==> src/hdl/aivd_pkg.sv <==
// Package: shared types, character codes and helper functions of the AIVDM deframer.
`timescale 1ns / 1ps
package aivd_pkg;

  typedef struct packed {
    logic [7:0] char_in;
    logic       line_end;
  } in_item_t;

  typedef struct packed {
    logic [1:0] kind;
    logic [7:0] char_out;
    logic [2:0] error_code;
  } out_item_t;

  typedef struct packed {
    logic      has;
    out_item_t item;
  } step_res_t;

  typedef struct packed {
    logic [2:0] field_num;
    logic [2:0] char_pos;
    logic [7:0] run_xor;
    logic       after_star;
    logic [1:0] hex_seen;
    logic [7:0] rx_sum;
    logic [3:0] frag_total;
    logic [3:0] frag_index;
    logic [3:0] line_id;
    logic [3:0] exp_id;
    logic       sent_open;
    logic [2:0] line_err;
  } line_state_t;

  localparam logic [1:0] KIND_PAYLOAD  = 2'd0;
  localparam logic [1:0] KIND_FRAGMENT = 2'd1;
  localparam logic [1:0] KIND_COMPLETE = 2'd2;
  localparam logic [1:0] KIND_ERROR    = 2'd3;

  localparam logic [2:0] ERR_NONE      = 3'd0;
  localparam logic [2:0] ERR_START     = 3'd1;
  localparam logic [2:0] ERR_CHECKSUM  = 3'd2;
  localparam logic [2:0] ERR_HEADER    = 3'd3;
  localparam logic [2:0] ERR_ID        = 3'd4;
  localparam logic [2:0] ERR_MALFORMED = 3'd5;

  localparam logic [7:0] CH_DOLLAR = 8'h24;
  localparam logic [7:0] CH_BANG   = 8'h21;
  localparam logic [7:0] CH_STAR   = 8'h2A;
  localparam logic [7:0] CH_COMMA  = 8'h2C;
  localparam logic [7:0] CH_UPPER_A = 8'h41;
  localparam logic [7:0] CH_UPPER_F = 8'h46;
  localparam logic [7:0] CH_ZERO   = 8'h30;
  localparam logic [7:0] CH_NINE   = 8'h39;

  localparam logic [3:0] NO_ID = 4'd15;

  // Expected header letter at a field-0 position (1..5 spell AIVDM).
  function automatic logic [7:0] hdr_char(input logic [2:0] pos);
    logic [7:0] ch;
    begin
      unique case (pos)
        3'd1:    ch = 8'h41;
        3'd2:    ch = 8'h49;
        3'd3:    ch = 8'h56;
        3'd4:    ch = 8'h44;
        3'd5:    ch = 8'h4D;
        default: ch = 8'h00;
      endcase
      return ch;
    end
  endfunction

  // Keep the first error of a line.
  function automatic logic [2:0] flag_err(input logic [2:0] cur, input logic [2:0] code);
    return (cur == ERR_NONE) ? code : cur;
  endfunction

endpackage

==> src/hdl/nmea_aivdm_sentence_deframer_unit.sv <==
// Top level of the AIVDM deframer: request register, line parser and result register.
`timescale 1ns / 1ps
// Path: a character accepted into the request register has its result loaded into the result
// register once that register is empty or being taken; a stalled result holds it back.
// Throughput: one character per cycle; the request register advances whenever
// the result register is empty or being taken.
// Reset: synchronous, active low; clears both valid flags and all parser state.
module nmea_aivdm_sentence_deframer_unit (
  input  logic                clk,
  input  logic                rst_n,
  input  logic                in_valid,
  output logic                in_stall,
  input  aivd_pkg::in_item_t  in_data,
  output logic                out_valid,
  input  logic                out_stall,
  output aivd_pkg::out_item_t out_data
);

  // Request register: holds one character ahead of the parser.
  logic                in_valid_r;
  aivd_pkg::in_item_t  in_data_r;

  // Result register.
  logic                out_valid_r;
  aivd_pkg::out_item_t out_data_r;

  aivd_pkg::step_res_t step_res;
  logic                advance;

  // Advance the held character when the result register can take a result.
  assign advance  = in_valid_r && (!out_valid_r || !out_stall);
  // Hold the input only while a character is waiting and cannot move.
  assign in_stall = in_valid_r && !advance;

  always_ff @(posedge clk) begin
    if (!rst_n) begin
      in_valid_r <= 1'b0;
    end else if (!in_stall) begin
      in_valid_r <= in_valid;
    end
  end

  always_ff @(posedge clk) begin
    if (!in_stall && in_valid) begin
      in_data_r <= in_data;
    end
  end

  aivd_core u_core (
    .clk      (clk),
    .rst_n    (rst_n),
    .step_en  (advance),
    .step_item(in_data_r),
    .step_res (step_res)
  );

  // Load a new result, or drop the old one once it is taken.
  always_ff @(posedge clk) begin
    if (!rst_n) begin
      out_valid_r <= 1'b0;
    end else if (advance && step_res.has) begin
      out_valid_r <= 1'b1;
    end else if (!out_stall) begin
      out_valid_r <= 1'b0;
    end
  end

  always_ff @(posedge clk) begin
    if (advance && step_res.has) begin
      out_data_r <= step_res.item;
    end
  end

  assign out_valid = out_valid_r;
  assign out_data  = out_data_r;

endmodule

==> src/hdl/aivd_core.sv <==
// Line parser state and per-character update logic of the AIVDM deframer.
`timescale 1ns / 1ps
module aivd_core (
  input  logic               clk,
  input  logic               rst_n,
  input  logic               step_en,
  input  aivd_pkg::in_item_t step_item,
  output aivd_pkg::step_res_t step_res
);

  aivd_pkg::line_state_t st_r, st_nxt;
  aivd_pkg::step_res_t   res;
  logic [7:0] c;
  logic       last;
  logic       is_digit;
  logic       is_hex_af;
  logic [7:0] d;
  logic [3:0] hex_v;
  logic [3:0] want;
  logic [2:0] err;

  always_comb begin
    st_nxt    = st_r;
    res       = '0;
    c         = step_item.char_in;
    last      = step_item.line_end;
    is_digit  = (c >= aivd_pkg::CH_ZERO) && (c <= aivd_pkg::CH_NINE);
    is_hex_af = (c >= aivd_pkg::CH_UPPER_A) && (c <= aivd_pkg::CH_UPPER_F);
    d         = c - aivd_pkg::CH_ZERO;
    hex_v     = is_digit ? d[3:0] : (c[3:0] + 4'd9);
    want      = st_r.sent_open ? (st_r.frag_index + 4'd1) : 4'd1;
    err       = aivd_pkg::ERR_NONE;

    if (st_r.field_num == 3'd0 && st_r.char_pos == 3'd0 && !st_r.after_star) begin
      if (c != aivd_pkg::CH_DOLLAR && c != aivd_pkg::CH_BANG)
        st_nxt.line_err = aivd_pkg::flag_err(st_nxt.line_err, aivd_pkg::ERR_START);
      st_nxt.char_pos = 3'd1;
    end else if (st_r.after_star) begin
      if (!is_digit && !is_hex_af) begin
        st_nxt.hex_seen = 2'd3;
      end else if (st_r.hex_seen < 2'd2) begin
        st_nxt.rx_sum   = {st_r.rx_sum[3:0], hex_v};
        st_nxt.hex_seen = st_r.hex_seen + 2'd1;
      end else begin
        st_nxt.hex_seen = 2'd3;
      end
    end else if (c == aivd_pkg::CH_STAR) begin
      st_nxt.after_star = 1'b1;
    end else begin
      st_nxt.run_xor = st_r.run_xor ^ c;
      if (c == aivd_pkg::CH_COMMA) begin
        if (st_r.field_num == 3'd0 && st_r.char_pos != 3'd6)
          st_nxt.line_err = aivd_pkg::flag_err(st_nxt.line_err, aivd_pkg::ERR_HEADER);
        if ((st_r.field_num == 3'd1 || st_r.field_num == 3'd2) && st_r.char_pos == 3'd0)
          st_nxt.line_err = aivd_pkg::flag_err(st_nxt.line_err, aivd_pkg::ERR_MALFORMED);
        if (st_r.field_num != 3'd7)
          st_nxt.field_num = st_r.field_num + 3'd1;
        st_nxt.char_pos = 3'd0;
        if (st_r.field_num == 3'd2)
          st_nxt.line_id = aivd_pkg::NO_ID;
      end else begin
        if (st_r.field_num == 3'd0) begin
          if (st_r.char_pos < 3'd1 || st_r.char_pos > 3'd5 ||
              c != aivd_pkg::hdr_char(st_r.char_pos))
            st_nxt.line_err = aivd_pkg::flag_err(st_nxt.line_err, aivd_pkg::ERR_HEADER);
        end else if (st_r.field_num <= 3'd3) begin
          // Single decimal digit fields: total, index, id.
          if (st_r.char_pos != 3'd0 || !is_digit) begin
            st_nxt.line_err = aivd_pkg::flag_err(st_nxt.line_err, aivd_pkg::ERR_MALFORMED);
          end else if (st_r.field_num == 3'd1) begin
            if (st_r.sent_open && d[3:0] != st_r.frag_total)
              st_nxt.line_err = aivd_pkg::flag_err(st_nxt.line_err, aivd_pkg::ERR_MALFORMED);
            st_nxt.frag_total = d[3:0];
          end else if (st_r.field_num == 3'd2) begin
            if (d[3:0] != want)
              st_nxt.line_err = aivd_pkg::flag_err(st_nxt.line_err, aivd_pkg::ERR_MALFORMED);
            st_nxt.frag_index = d[3:0];
          end else begin
            st_nxt.line_id = d[3:0];
          end
        end else if (st_r.field_num == 3'd5 && !last) begin
          res.has           = 1'b1;
          res.item.kind     = aivd_pkg::KIND_PAYLOAD;
          res.item.char_out = c;
        end
        if (st_r.char_pos != 3'd7)
          st_nxt.char_pos = st_r.char_pos + 3'd1;
      end
    end

    if (last) begin
      if (st_nxt.line_err == aivd_pkg::ERR_START)
        err = aivd_pkg::ERR_START;
      else if (!st_nxt.after_star || st_nxt.hex_seen != 2'd2)
        err = aivd_pkg::ERR_MALFORMED;
      else if (st_nxt.run_xor != st_nxt.rx_sum)
        err = aivd_pkg::ERR_CHECKSUM;
      else if (st_nxt.line_err != aivd_pkg::ERR_NONE)
        err = st_nxt.line_err;
      else if (st_nxt.field_num != 3'd6)
        err = aivd_pkg::ERR_MALFORMED;
      else if (st_nxt.frag_total == 4'd0 || st_nxt.frag_index > st_nxt.frag_total)
        err = aivd_pkg::ERR_MALFORMED;
      else if (st_nxt.sent_open && st_nxt.line_id != st_nxt.exp_id)
        err = aivd_pkg::ERR_ID;

      res = '0;
      res.has = 1'b1;
      if (err != aivd_pkg::ERR_NONE) begin
        res.item.kind       = aivd_pkg::KIND_ERROR;
        res.item.error_code = err;
        st_nxt.sent_open    = 1'b0;
      end else if (st_nxt.frag_index == st_nxt.frag_total) begin
        res.item.kind    = aivd_pkg::KIND_COMPLETE;
        st_nxt.sent_open = 1'b0;
      end else begin
        res.item.kind = aivd_pkg::KIND_FRAGMENT;
        if (!st_nxt.sent_open)
          st_nxt.exp_id = st_nxt.line_id;
        st_nxt.sent_open = 1'b1;
      end
      // Drop per-line collection; fragment bookkeeping survives.
      st_nxt.field_num  = 3'd0;
      st_nxt.char_pos   = 3'd0;
      st_nxt.run_xor    = 8'd0;
      st_nxt.after_star = 1'b0;
      st_nxt.hex_seen   = 2'd0;
      st_nxt.rx_sum     = 8'd0;
      st_nxt.line_err   = aivd_pkg::ERR_NONE;
    end
  end

  always_ff @(posedge clk) begin
    if (!rst_n) begin
      st_r <= '0;
    end else if (step_en) begin
      st_r <= st_nxt;
    end
  end

  assign step_res = res;

endmodule

==> config.mk <==
export PLATFORM = sky130hd
export DESIGN_NAME = nmea_aivdm_sentence_deframer_unit
export DESIGN_NICKNAME = d
export VERILOG_FILES = /design/src/hdl/aivd_pkg.sv /design/src/hdl/nmea_aivdm_sentence_deframer_unit.sv /design/src/hdl/aivd_core.sv
export SDC_FILE = /design/constraint.sdc
export NUM_CORES = 1
export LEC_CHECK = 0
export BUFFER_PORTS_ARGS = -buffer_cell sky130_fd_sc_hd__buf_2
export CORE_MARGIN = 4
export CORE_UTILIZATION = 58
export CTS_BUF_LIST = sky130_fd_sc_hd__clkbuf_8
export DETAILED_ROUTE_END_ITERATION = 10
export HOLD_SLACK_MARGIN = 0.1
export PLACE_DENSITY_LB_ADDON = 0.2
export SLEW_MARGIN = 5
export SYNTH_ARGS = -nofsm -noshare
export SYNTH_HDL_FRONTEND = slang
export SYNTH_SLANG_ARGS = --single-unit
==> constraint.sdc <==
create_clock -name clk -period 4.24 [get_ports clk]
set_input_delay 0.848 -clock clk [delete_from_list [all_inputs] [get_ports clk]]
set_output_delay 0.848 -clock clk [all_outputs]
set_load 0.02 [all_outputs]
Word level (Yosys, flattened, before mapping)
Index checks and enable logic that the tools add are counted.
{"block": "word_totals", "regBits": 69, "latch_bits": 0, "ram_bits": 0, "mem_bits_ro": 0, "input_bits": 13, "out_inout_bits": 15, "memories": 0}
{"block": "op_classes", "add_sub_neg": 6, "mul": 0, "div": 0, "order_cmp": 9, "eq_ne": 27, "n_shift": 0, "n_mux": 83, "bitwise": 5, "reduce_logical": 45}
{"op": "two-way mux 3 bit", "n": 39}
{"op": "two-way mux 11 bit", "n": 7}
{"op": "two-way mux 8 bit", "n": 9}
{"op": "two-way mux 12 bit", "n": 5}
{"op": "case mux 7 bit (5 select lines)", "n": 1}
{"op": "two-way mux 31 bit", "n": 1}
{"op": "two-way mux 14 bit", "n": 2}
{"op": "two-way mux 4 bit", "n": 7}
{"op": "two-way mux 25 bit", "n": 1}
{"op": "equality test 8 x 6 -> 1 bit, second input constant", "n": 2}
{"op": "!= test 8 x 6 -> 1 bit, second input constant", "n": 2}
{"op": "!= test 8 bit", "n": 2}
{"op": "logical AND 1 bit", "n": 15}
{"op": "two-way mux 15 bit", "n": 1}
{"op": "!= test 3 bit, second input constant", "n": 5}
{"op": "logical NOT 3 bit", "n": 4}
{"op": "!= test 4 bit", "n": 3}
{"op": "two-way mux 10 bit", "n": 1}
{"op": "equality test 3 x 1 -> 1 bit, second input constant", "n": 3}
{"op": "equality test 3 x 2 -> 1 bit, second input constant", "n": 3}
{"op": "equality test 3 bit, second input constant", "n": 3}
{"op": "logical NOT 1 bit", "n": 9}
{"op": "nonzero test 3 bit", "n": 3}
{"op": ">= comparator 8 x 6 -> 1 bit, second input constant", "n": 1}
{"op": "28 further kinds", "n": 46}

Logic depth before layout (Yosys ltp)
Gate-level depths: netlist of run 1.
{"block": "depth", "depth_word": 26, "ltp_mapped": 18, "depth_no_buf": 16}

By module
From an unflattened synthesis of run 1, not the netlist that was laid out.
{"block": "hier_totals", "cells_unflattened": 567, "hier_area_um2": 4797.1}
{"module": "aivd_core", "n_inst": 1, "cells_each": 535, "area_each_um2": 4045.1, "seq_area_each_um2": 900.9}
{"module": "nmea_aivdm_sentence_deframer_unit", "n_inst": 1, "cells_each": 32, "area_each_um2": 752.0, "seq_area_each_um2": 700.7}

Least setup slack after synthesis of run 1
No wires, ideal clock.
{"block": "synth_path", "path_kind": "flip-flop to flip-flop", "startpoint": "register in_data_r[1] in the netlist's numbering", "endpoint": "register out_data_r (netlist bit out_data[12]), data pin", "t_arrival_ns": 3.855, "required_time_ns": 3.986, "path_slack_ns": 0.131, "path_stages_with_launch": 19, "n_path_buf": 2, "period_less_slack_ns": 4.109, "cell_sequence": "edfxtp_1 > clkbuf_1 > clkbuf_1 > inv_1 > ha_1 > nand2b_1 > a211oi_1 > nor2_1 > nand4_1 > nor2_1 > a21oi_1 > ha_1 > nor2b_1 > o211ai_1 > a21o_1 > nand4_1 > a2111oi_4 > nand3_2 > o21a_1"}
{"block": "synth_between", "elab_chain_cells": 24, "word_cells_on_any_way": 87, "classes_between": "add/sub (2); order compare (5); eq/ne (13); mux (50); bitwise (1); reduce/logical (16)"}
{"element": "start, declared", "line_no": "nmea_aivdm_sentence_deframer_unit.sv:21", "source": "aivd_pkg::in_item_t in_data_r;"}
{"element": "start signal, assigned", "line_no": "nmea_aivdm_sentence_deframer_unit.sv:45", "source": "in_data_r <= in_data;"}
{"element": "parallel branches: the longest is 23 deep, another holds >= comparator 8 x 6 -> 1 bit"}
{"element": "two-way mux 14 bit *", "line_no": "aivd_core.sv:91", "source": "if (last) begin"}
{"element": "end signal, assigned", "line_no": "nmea_aivdm_sentence_deframer_unit.sv:70", "source": "out_data_r <= step_res.item;"}
{"element": "end, declared", "line_no": "nmea_aivdm_sentence_deframer_unit.sv:25", "source": "aivd_pkg::out_item_t out_data_r;"}
Every way passes the cells marked *. The select of a mux whose other input is x is not followed.
A chain may end at the register's enable or synchronous reset.

Worst setup path in the final report of run 1
{"block": "layout_path", "startpoint": "register u_core.st_r[39] in the netlist's numbering", "endpoint": "register out_data_r (netlist bit out_data[12]), data pin"}
{"block": "layout_between", "elab_chain_cells": 24, "word_cells_on_any_way": 75, "classes_between": "order compare (3); eq/ne (13); mux (42); reduce/logical (17)"}
{"element": "start, declared", "line_no": "aivd_core.sv:11", "source": "aivd_pkg::line_state_t st_r, st_nxt;"}
{"element": "start signal, assigned", "line_no": "aivd_core.sv:137", "source": "st_r <= st_nxt;"}
{"element": "equality test 3 bit, or another cell as far along", "line_no": "aivd_pkg.sv:63", "source": "unique case (pos)"}
{"element": "case mux 7 bit (5 select lines)", "line_no": "aivd_pkg.sv:63"}
{"element": "two-way mux 8 bit", "line_no": "aivd_core.sv:62", "source": "if (st_r.field_num == 3'd0) begin"}
{"element": "two-way mux 8 bit", "line_no": "aivd_core.sv:51", "source": "if (c == aivd_pkg::CH_COMMA) begin"}
{"element": "two-way mux 8 bit", "line_no": "aivd_core.sv:47", "source": "end else if (c == aivd_pkg::CH_STAR) begin"}
{"element": "two-way mux 8 bit", "line_no": "aivd_core.sv:38", "source": "end else if (st_r.after_star) begin"}
{"element": "two-way mux 8 bit", "line_no": "aivd_core.sv:34", "source": "if (st_r.field_num == 3'd0 && st_r.char_pos == 3'd0 && !st_r.after_star) begin"}
{"element": "!= test 8 bit", "line_no": "aivd_core.sv:64", "source": "c != aivd_pkg::hdr_char(st_r.char_pos))"}
{"element": "(+8 left out)"}
{"element": "two-way mux 3 bit", "line_no": "aivd_core.sv:98", "source": "else if (st_nxt.line_err != aivd_pkg::ERR_NONE)"}
{"element": "two-way mux 3 bit", "line_no": "aivd_core.sv:96", "source": "else if (st_nxt.run_xor != st_nxt.rx_sum)"}
{"element": "two-way mux 3 bit", "line_no": "aivd_core.sv:94", "source": "else if (!st_nxt.after_star || st_nxt.hex_seen != 2'd2)"}
{"element": "two-way mux 3 bit", "line_no": "aivd_core.sv:92", "source": "if (st_nxt.line_err == aivd_pkg::ERR_START)"}
{"element": "two-way mux 3 bit", "line_no": "aivd_core.sv:91"}
{"element": "nonzero test 3 bit", "line_no": "aivd_core.sv:109", "source": "if (err != aivd_pkg::ERR_NONE) begin"}
{"element": "two-way mux 2 bit", "line_no": "aivd_core.sv:109"}
{"element": "two-way mux 14 bit *", "line_no": "aivd_core.sv:91"}
Every way passes the cells marked *; elsewhere a longest branch is shown, timed or not. The select of a mux whose other input is x is not followed.

==> results.tsv, run 1 <==
stage	metric	value	unit
run_status	status	finished clean	
pwr	powerDensity	281.0	nW/µm²
yosys	netlist_top_cells_area	dfxtp_1 (19%), edfxtp_1 (13%), ha_1 (5.0%)	
yosys	yosys_warnings	0	
pwr	p_switching	0.4641	mW
routing	via_count	4882	
placed_design	numPortBuffers	27	
routing	vias_per_cell	6.580	
floorplan	coreArea	8299	µm²
yosys	synth_ff_type	dfxtp_1	
yosys	synth-edff-count	22	
global_route	grt_overflow	0	
floorplan	rows	33	
pwr	clkPwrFrac	39.5	%
clock_tree	cts_buffers	9	
worst_setup_path	r2r_slack	0.25	ns
clock_tree	path_clk_slew	0.08	ns
timing	hold_slack	0.5101	ns
worst_setup_path	path_max_fanout	9	
clock_tree	clockBufferDepth	2	
routing	wirelength	15450	µm
worst_setup_path	arrival	4.09	ns
global_route	track_usage	31.34	%
yosys	synth_area_leader_cell	dfxtp_1	
worst_setup_path	cp.required	4.35	ns
run	maxCapViolCount	0	
worst_setup_path	worstSetupPathType	reg -> reg	
floorplan	io-pin-count	28	
routing	drt-pass1-iter-count	5	
worst_setup_path	endpoint_kind	register	
timing	fin_setup_tns	0	ns
floorplan	die_y	100.8	µm
timing	finalCritPeriodShare	94.03	%
timing	hold_violations	0	
pwr	internal-power	1.135	mW
pwr	p_seq_share	44.6	%
global_route	grt_max_degree	51	
placed_design	place.gp.congestion	1.002	
yosys	seq_area_frac_synth	32.09	%
hold_path	hold_path.class	reg -> reg	
timing	final-setup-viol-count	0	
global_route	grt_pass1_vias	4663	
finish	design_area	5693	µm²
routing	drc	0	
yosys	syn_inst	583	
timing	slew_headroom	39.77	%
yosys	yosys.area.top_type_share	18.85	%
routing	avgRoutedWirePerCell	20.82	µm
yosys	avgSynthCellArea	8.561	µm²
clock_tree	clk_latency	0.36	ns
global_route	grt_first_pass_wirelength	24810	µm
finish	antennaDiodeCount	0	
routing	drtIter0Drc	335	
floorplan	die_x	100.8	µm
placed_design	dpl-instance-area	5425	µm²
timing	finalMaxSlewViolations	0	
finish	final_nets	665	
timing	fin_skew	0.01594	ns
finish	fin_util	68.60	%
yosys	synth-seq-cells	69	
finish	drive_gt1_share	16.95	%
yosys	syn_area	4991	µm²
routing	ant_nets	0	
yosys	ys_types	82	
timing	grt_setup_unrepaired	no	
timing	period_minus_slack	3.987	ns
worst_setup_path	start_kind	register	
clock_tree	cts_tree	built	
timing	fmax	0.2508	GHz
pwr	sw_frac_of_total	29.02	%
pwr	p_comb_share	16.0	%
pwr	p_leak	2.165	nW
placed_design	dp_hpwl	11210	µm
floorplan	dieArea	10150	µm²
pwr	ir_drop	236.2	µV
clock_tree	htreeDepth	3	
clock_tree	cts_sinks	69	
yosys	async_flop_share	0	%
floorplan	start_util	60.14	%
finish	syn_to_final_growth	14.06	%
clock_tree	root_buffer	clkbuf_8	
timing	worst_pin_slew	0.8954	ns
global_route	antenna_found_initial	1	
yosys	synth_nets	616	
## metrics by stage
step | worst slack, ns | total power [mW] | cells
after floorplan | 0.1306 | 0.8868 | 583
final | 0.2531 | 1.599 | 742
after global routing | 0.0006422 | 1.657 | 742
after detailed placement | 0.09301 | 0.9732 | 724
after global placement | 0.2747 | 0.9673 | 724
after CTS | 0.06102 | 1.599 | 741
## per-layer routing
| metal | wire (µm) | global-route usage, % |
|---|---|---|
| met1 | 6524 | 42.71 |
| met2 | 7157 | 50.33 |
| met3 | 1359 | 5.329 |
| met4 | 395 | 10.57 |
| met5 | 13 | 0 |
## cell usage after synthesis, drive strengths merged (3+ instances only)
cell / n
nor2: 51
nand2: 47
a211o: 3
xnor2: 22
nor3b: 5
nand2b: 14
dfxtp: 47
nor2b: 25
nand3: 16
o22ai: 4
nor4: 4
a211oi: 7
o21a: 5
o221ai: 6
or4: 4
xor2: 9
a22oi: 14
a32oi: 4
buf: 3
o211a: 4
o21ai: 28
a21boi: 9
nand4: 8
a21oi: 32
nor3: 22
mux2i: 11
ha: 20
inv: 16
a2111oi: 4
and3: 8
o211ai: 7
o31ai: 11
clkbuf: 24
a31oi: 4
edfxtp: 22
and2: 18
a41oi: 3
nor4b: 6
## cell families (layout without fill, tap and decap cells)
logic type	count (synthesis)	after routing	share of synthesized area [%]
muxes	11	11	2.206
adders and majority gates	20	20	5.014
and+or+nand+nor	240	240	26.97
AOI/OAI and AO/OA	165	165	23.94
DFF	69	69	32.09
xor gates and xnor gates	33	33	6.367
buffers and inverters	45	99	3.410
## power groups by stage
stage	Sequential [mW]	Combinational (mW)	Clock [mW]
after global placement	0.726	0.241	0
after floorplan	0.728	0.159	0
after CTS	0.712	0.249	0.639
final	0.713	0.255	0.631
after global routing	0.715	0.275	0.667
after detailed placement	0.727	0.246	0
## timing repair
| action | in CTS | in global routing |
|---|---|---|
| pin swaps | 1 | 1 |
| cloned | 0 | 0 |
| buffers inserted | 1 | 1 |
| gates resized for setup | 0 | 9 |
| setup endpoints to repair | 1 | 9 |
| hold buffers | 0 | 0 |
## cell type report
class | instances | area [µm²]
clock inverter | 7 | 105.1
inverter | 18 | 67.56
multi-input combinational | 469 | 3243
timing repair buffer | 65 | 420.4
clock buffer | 9 | 123.9
sequential | 69 | 1602
fill | 716 | 2606
tap | 105 | 131.4
## state kept, by name (all words and copies together) (netlist names)
name	count
in_valid_r	1
out_valid	1
u_core.st_r	45
in_data_r	9
out_data	13
## critical path: stages, from the launching register on
cell and delay [ns]:
dfxtp_1 0.36, inv_1 0.14, ha_2 0.27, or3b_2 0.51
nor3_2 0.21, nand4_1 0.11, buf_4 0.19, a21oi_1 0.21
ha_1 0.27, nor2b_1 0.14, o211ai_1 0.18, a21o_1 0.15
nand4_1 0.25, a2111oi_4 0.29, buf_4 0.17, nand3_2 0.09
o21a_1 0.21
## cell usage in the layout, fill, tap and decap left out, drive strengths merged, types with 7 or more instances in the layout
cell,Yosys,routed
edfxtp,22,22
and2,18,18
o21ai,28,28
clkbuf,24,9
o31ai,11,11
mux2i,11,11
a211oi,7,7
o211ai,7,7
a22oi,14,14
nor2,51,51
nand2,47,47
nand4,8,8
a21oi,32,32
and3,8,8
dfxtp,47,47
nor2b,25,25
nand3,16,16
buf,3,65
nand2b,14,14
nor3,22,22
a21boi,9,9
inv,16,20
xor2,9,9
ha,20,20
xnor2,22,22
## path summary, 6_finish.rpt
check                           cells after the start       startpoint               to
worst max register to register                     16  u_core.st_r[39]     out_data[12]
worst max-delay path                               16  u_core.st_r[39]     out_data[12]
worst min-delay path                                2  u_core.st_r[29]  u_core.st_r[29]
worst min register to register                      2  u_core.st_r[29]  u_core.st_r[29]
Power figures use the tool's default switching activity.
==> run 2, diff against run 1 <==
--- a/config.mk
+++ b/config.mk
@@ -7,8 +7,9 @@
 export LEC_CHECK = 0
 export BUFFER_PORTS_ARGS = -buffer_cell sky130_fd_sc_hd__buf_2
 export CORE_MARGIN = 4
-export CORE_UTILIZATION = 58
+export CORE_UTILIZATION = 60
 export CTS_BUF_LIST = sky130_fd_sc_hd__clkbuf_8
+export CTS_CLUSTER_SIZE = 14
 export DETAILED_ROUTE_END_ITERATION = 10
 export HOLD_SLACK_MARGIN = 0.1
 export PLACE_DENSITY_LB_ADDON = 0.2
==> constraint.sdc (replaced) <==
create_clock -name clk -period 3.7 [get_ports clk]
set_input_delay 0.74 -clock clk [delete_from_list [all_inputs] [get_ports clk]]
set_output_delay 0.74 -clock clk [all_outputs]
set_load 0.02 [all_outputs]
==> run 2 against run 1 <==
Net effect:
- setup slack worse by 0.19 ns
- critical endpoint is now u_core.st_r[6]
- first-iteration DRC count up 45%
- clock power up 6.7%
- sequential power up 15%
- register-to-register slack worse by 0.19 ns
- clock skew down 0.0020 ns
- via count up 2.8%
- maximum frequency up 9.6%
- sequential share of layout area down 1.3 points
- largest cell class unchanged
- critical path depth up 3
==> results.tsv, run 2 (synthesis results as in run 1) <==
stage	metric	value	unit
run_status	status	finished clean	
floorplan	coreArea	8134	µm²
routing	wirelength	15530	µm
pwr	p_leak	2.309	nW
run	maxCapViolCount	0	
placed_design	place.gp.congestion	0.9791	
clock_tree	htreeDepth	3	
worst_setup_path	path_max_fanout	5	
worst_setup_path	cpPeakStageDelay	0.45	ns
clock_tree	clk_latency	0.34	ns
finish	largest_reg_flops	45	
floorplan	rows	33	
global_route	grt_overflow	0	
clock_tree	root_buffer	clkbuf_8	
timing	worst_pin_slew	0.8760	ns
worst_setup_path	cp.required	3.92	ns
worst_setup_path	slowest_stage	edfxtp_1	
clock_tree	cts_sinks	69	
timing	grt_setup_unrepaired	yes	
routing	drc	0	
worst_setup_path	start_kind	register	
floorplan	die_y	99.21	µm
clock_tree	hold_buffers	0	
global_route	grt_pass1_vias	4825	
global_route	track_usage	32.01	%
routing	avgRoutedWirePerCell	20.20	µm
clock_tree	cts_buffers	9	
hold_path	hold_path.class	reg -> reg	
finish	final.fill_count	606	
floorplan	start_util	61.36	%
clock_tree	clockBufferDepth	2	
routing	vias_per_cell	6.528	
finish	top_register	u_core.st_r	
routing	drtIter0Drc	485	
pwr	ir_drop	241.3	µV
placed_design	numPortBuffers	27	
timing	fmax	0.2749	GHz
floorplan	die_x	99.21	µm
pwr	powerDensity	302.4	nW/µm²
timing	period_minus_slack	3.637	ns
timing	hold_slack	0.5157	ns
timing	finalCritPeriodShare	98.31	%
timing	hold_violations	0	
finish	design_area	5976	µm²
pwr	finalPower	1.807	mW
finish	final_nets	693	
finish	final_common_cell	buf_4	
finish	final_cell_mix	buf_4 (64), nor2_1 (49), nand2_1 (45), dfxtp_1 (45), a21oi_1 (29)	
finish	drive_gt1_share	22.74	%
clock_tree	path_clk_slew	0.07	ns
timing	fin_setup_tns	0	ns
global_route	grt_first_pass_wirelength	25010	µm
worst_setup_path	endpoint_kind	register	
floorplan	dieArea	9842	µm²
worst_setup_path	crit_chain	inv_4, buf_4, ha_2, nand2b_4, a211oi_4, nor2_4, nand4_1, nor2_1, a21oi_2, ha_1, nor2b_4, o211ai_1, a21o_1, nand4_1, buf_6, a2111oi_4, buf_4, nand4_4, mux2i_1	
timing	final-setup-viol-count	0	
worst_setup_path	crit_family	compound AO/OA/AOI/OAI gates	
timing	slew_headroom	41.46	%
worst_setup_path	worstSetupPathType	reg -> reg	
worst_setup_path	worst-path-buf-inv	4	
routing	via_count	5020	
placed_design	dp_hpwl	11460	µm
placed_design	dpl-instance-area	5572	µm²
timing	fin_skew	0.01392	ns
finish	antennaDiodeCount	0	
worst_setup_path	arrival	3.86	ns
routing	ant_nets	0	
finish	syn_to_final_growth	19.73	%
routing	drt-pass1-iter-count	5	
finish	multiInputGateArea	3319	µm²
global_route	antenna_found_initial	0	
timing	finalMaxSlewViolations	0	
floorplan	io-pin-count	28	
global_route	grt_max_degree	51	
finish	fin_util	73.47	%
clock_tree	cts_tree	built	
finish	ff_latch_area	1604	µm²
run 2: what timing repair did:
item	CTS	global route
endpoints found under the setup margin	6	10
resized for setup	7	20
setup buffers	5	8
pin swaps	9	6
run 2: power by group:
part	switching [mW]	leakage [nW]	internal (mW)
clock network	0.297	0.101	0.376
logic	0.186	1.60	0.130
registers	0.0207	0.606	0.798
run 2: area by class of cell:
cell class	instances	share of cell area, %
sequential	69	26.84
inverter	18	1.173
clock inverter	6	1.487
clock buffer	9	2.073
multi-input combinational	469	55.55
timing repair buffer	93	10.68
tap	105	2.198
run 2: per-layer routing:
metal / part of all wire (%) / global-route usage [%] / vias to the layer above
met4: 2.3 / 11.03 / 0
met5: 0 / 0 / -
met1: 43 / 45.44 / 2375
met3: 9.4 / 5.049 / 32
met2: 45 / 49.64 / 293
li1: - / - / 2320
run 2: per-stage QoR:
stage	setup slack (ns)	cells
6_report	0.06265	769
4_1_cts	-0.04358	761
3_3_place_gp	0.1599	741
2_1_floorplan	0.01323	583
5_1_grt	-0.08740	769
3_5_place_dp	-0.07363	741
run 2: worst min-delay path: stages, from the launching register on:
cell and delay [ns]:
dfxtp_1 0.33, inv_1 0.08, a21oi_1 0.06
run 2: path summary, 6_finish.rpt:
check,startpoint,slack (ns),cells after the start,to
max,in_data_r[1],0.06,19,u_core.st_r[6]
min,u_core.st_r[29],0.52,2,u_core.st_r[29]
max reg2reg,in_data_r[1],0.06,19,u_core.st_r[6]
min reg2reg,u_core.st_r[29],0.52,2,u_core.st_r[29]
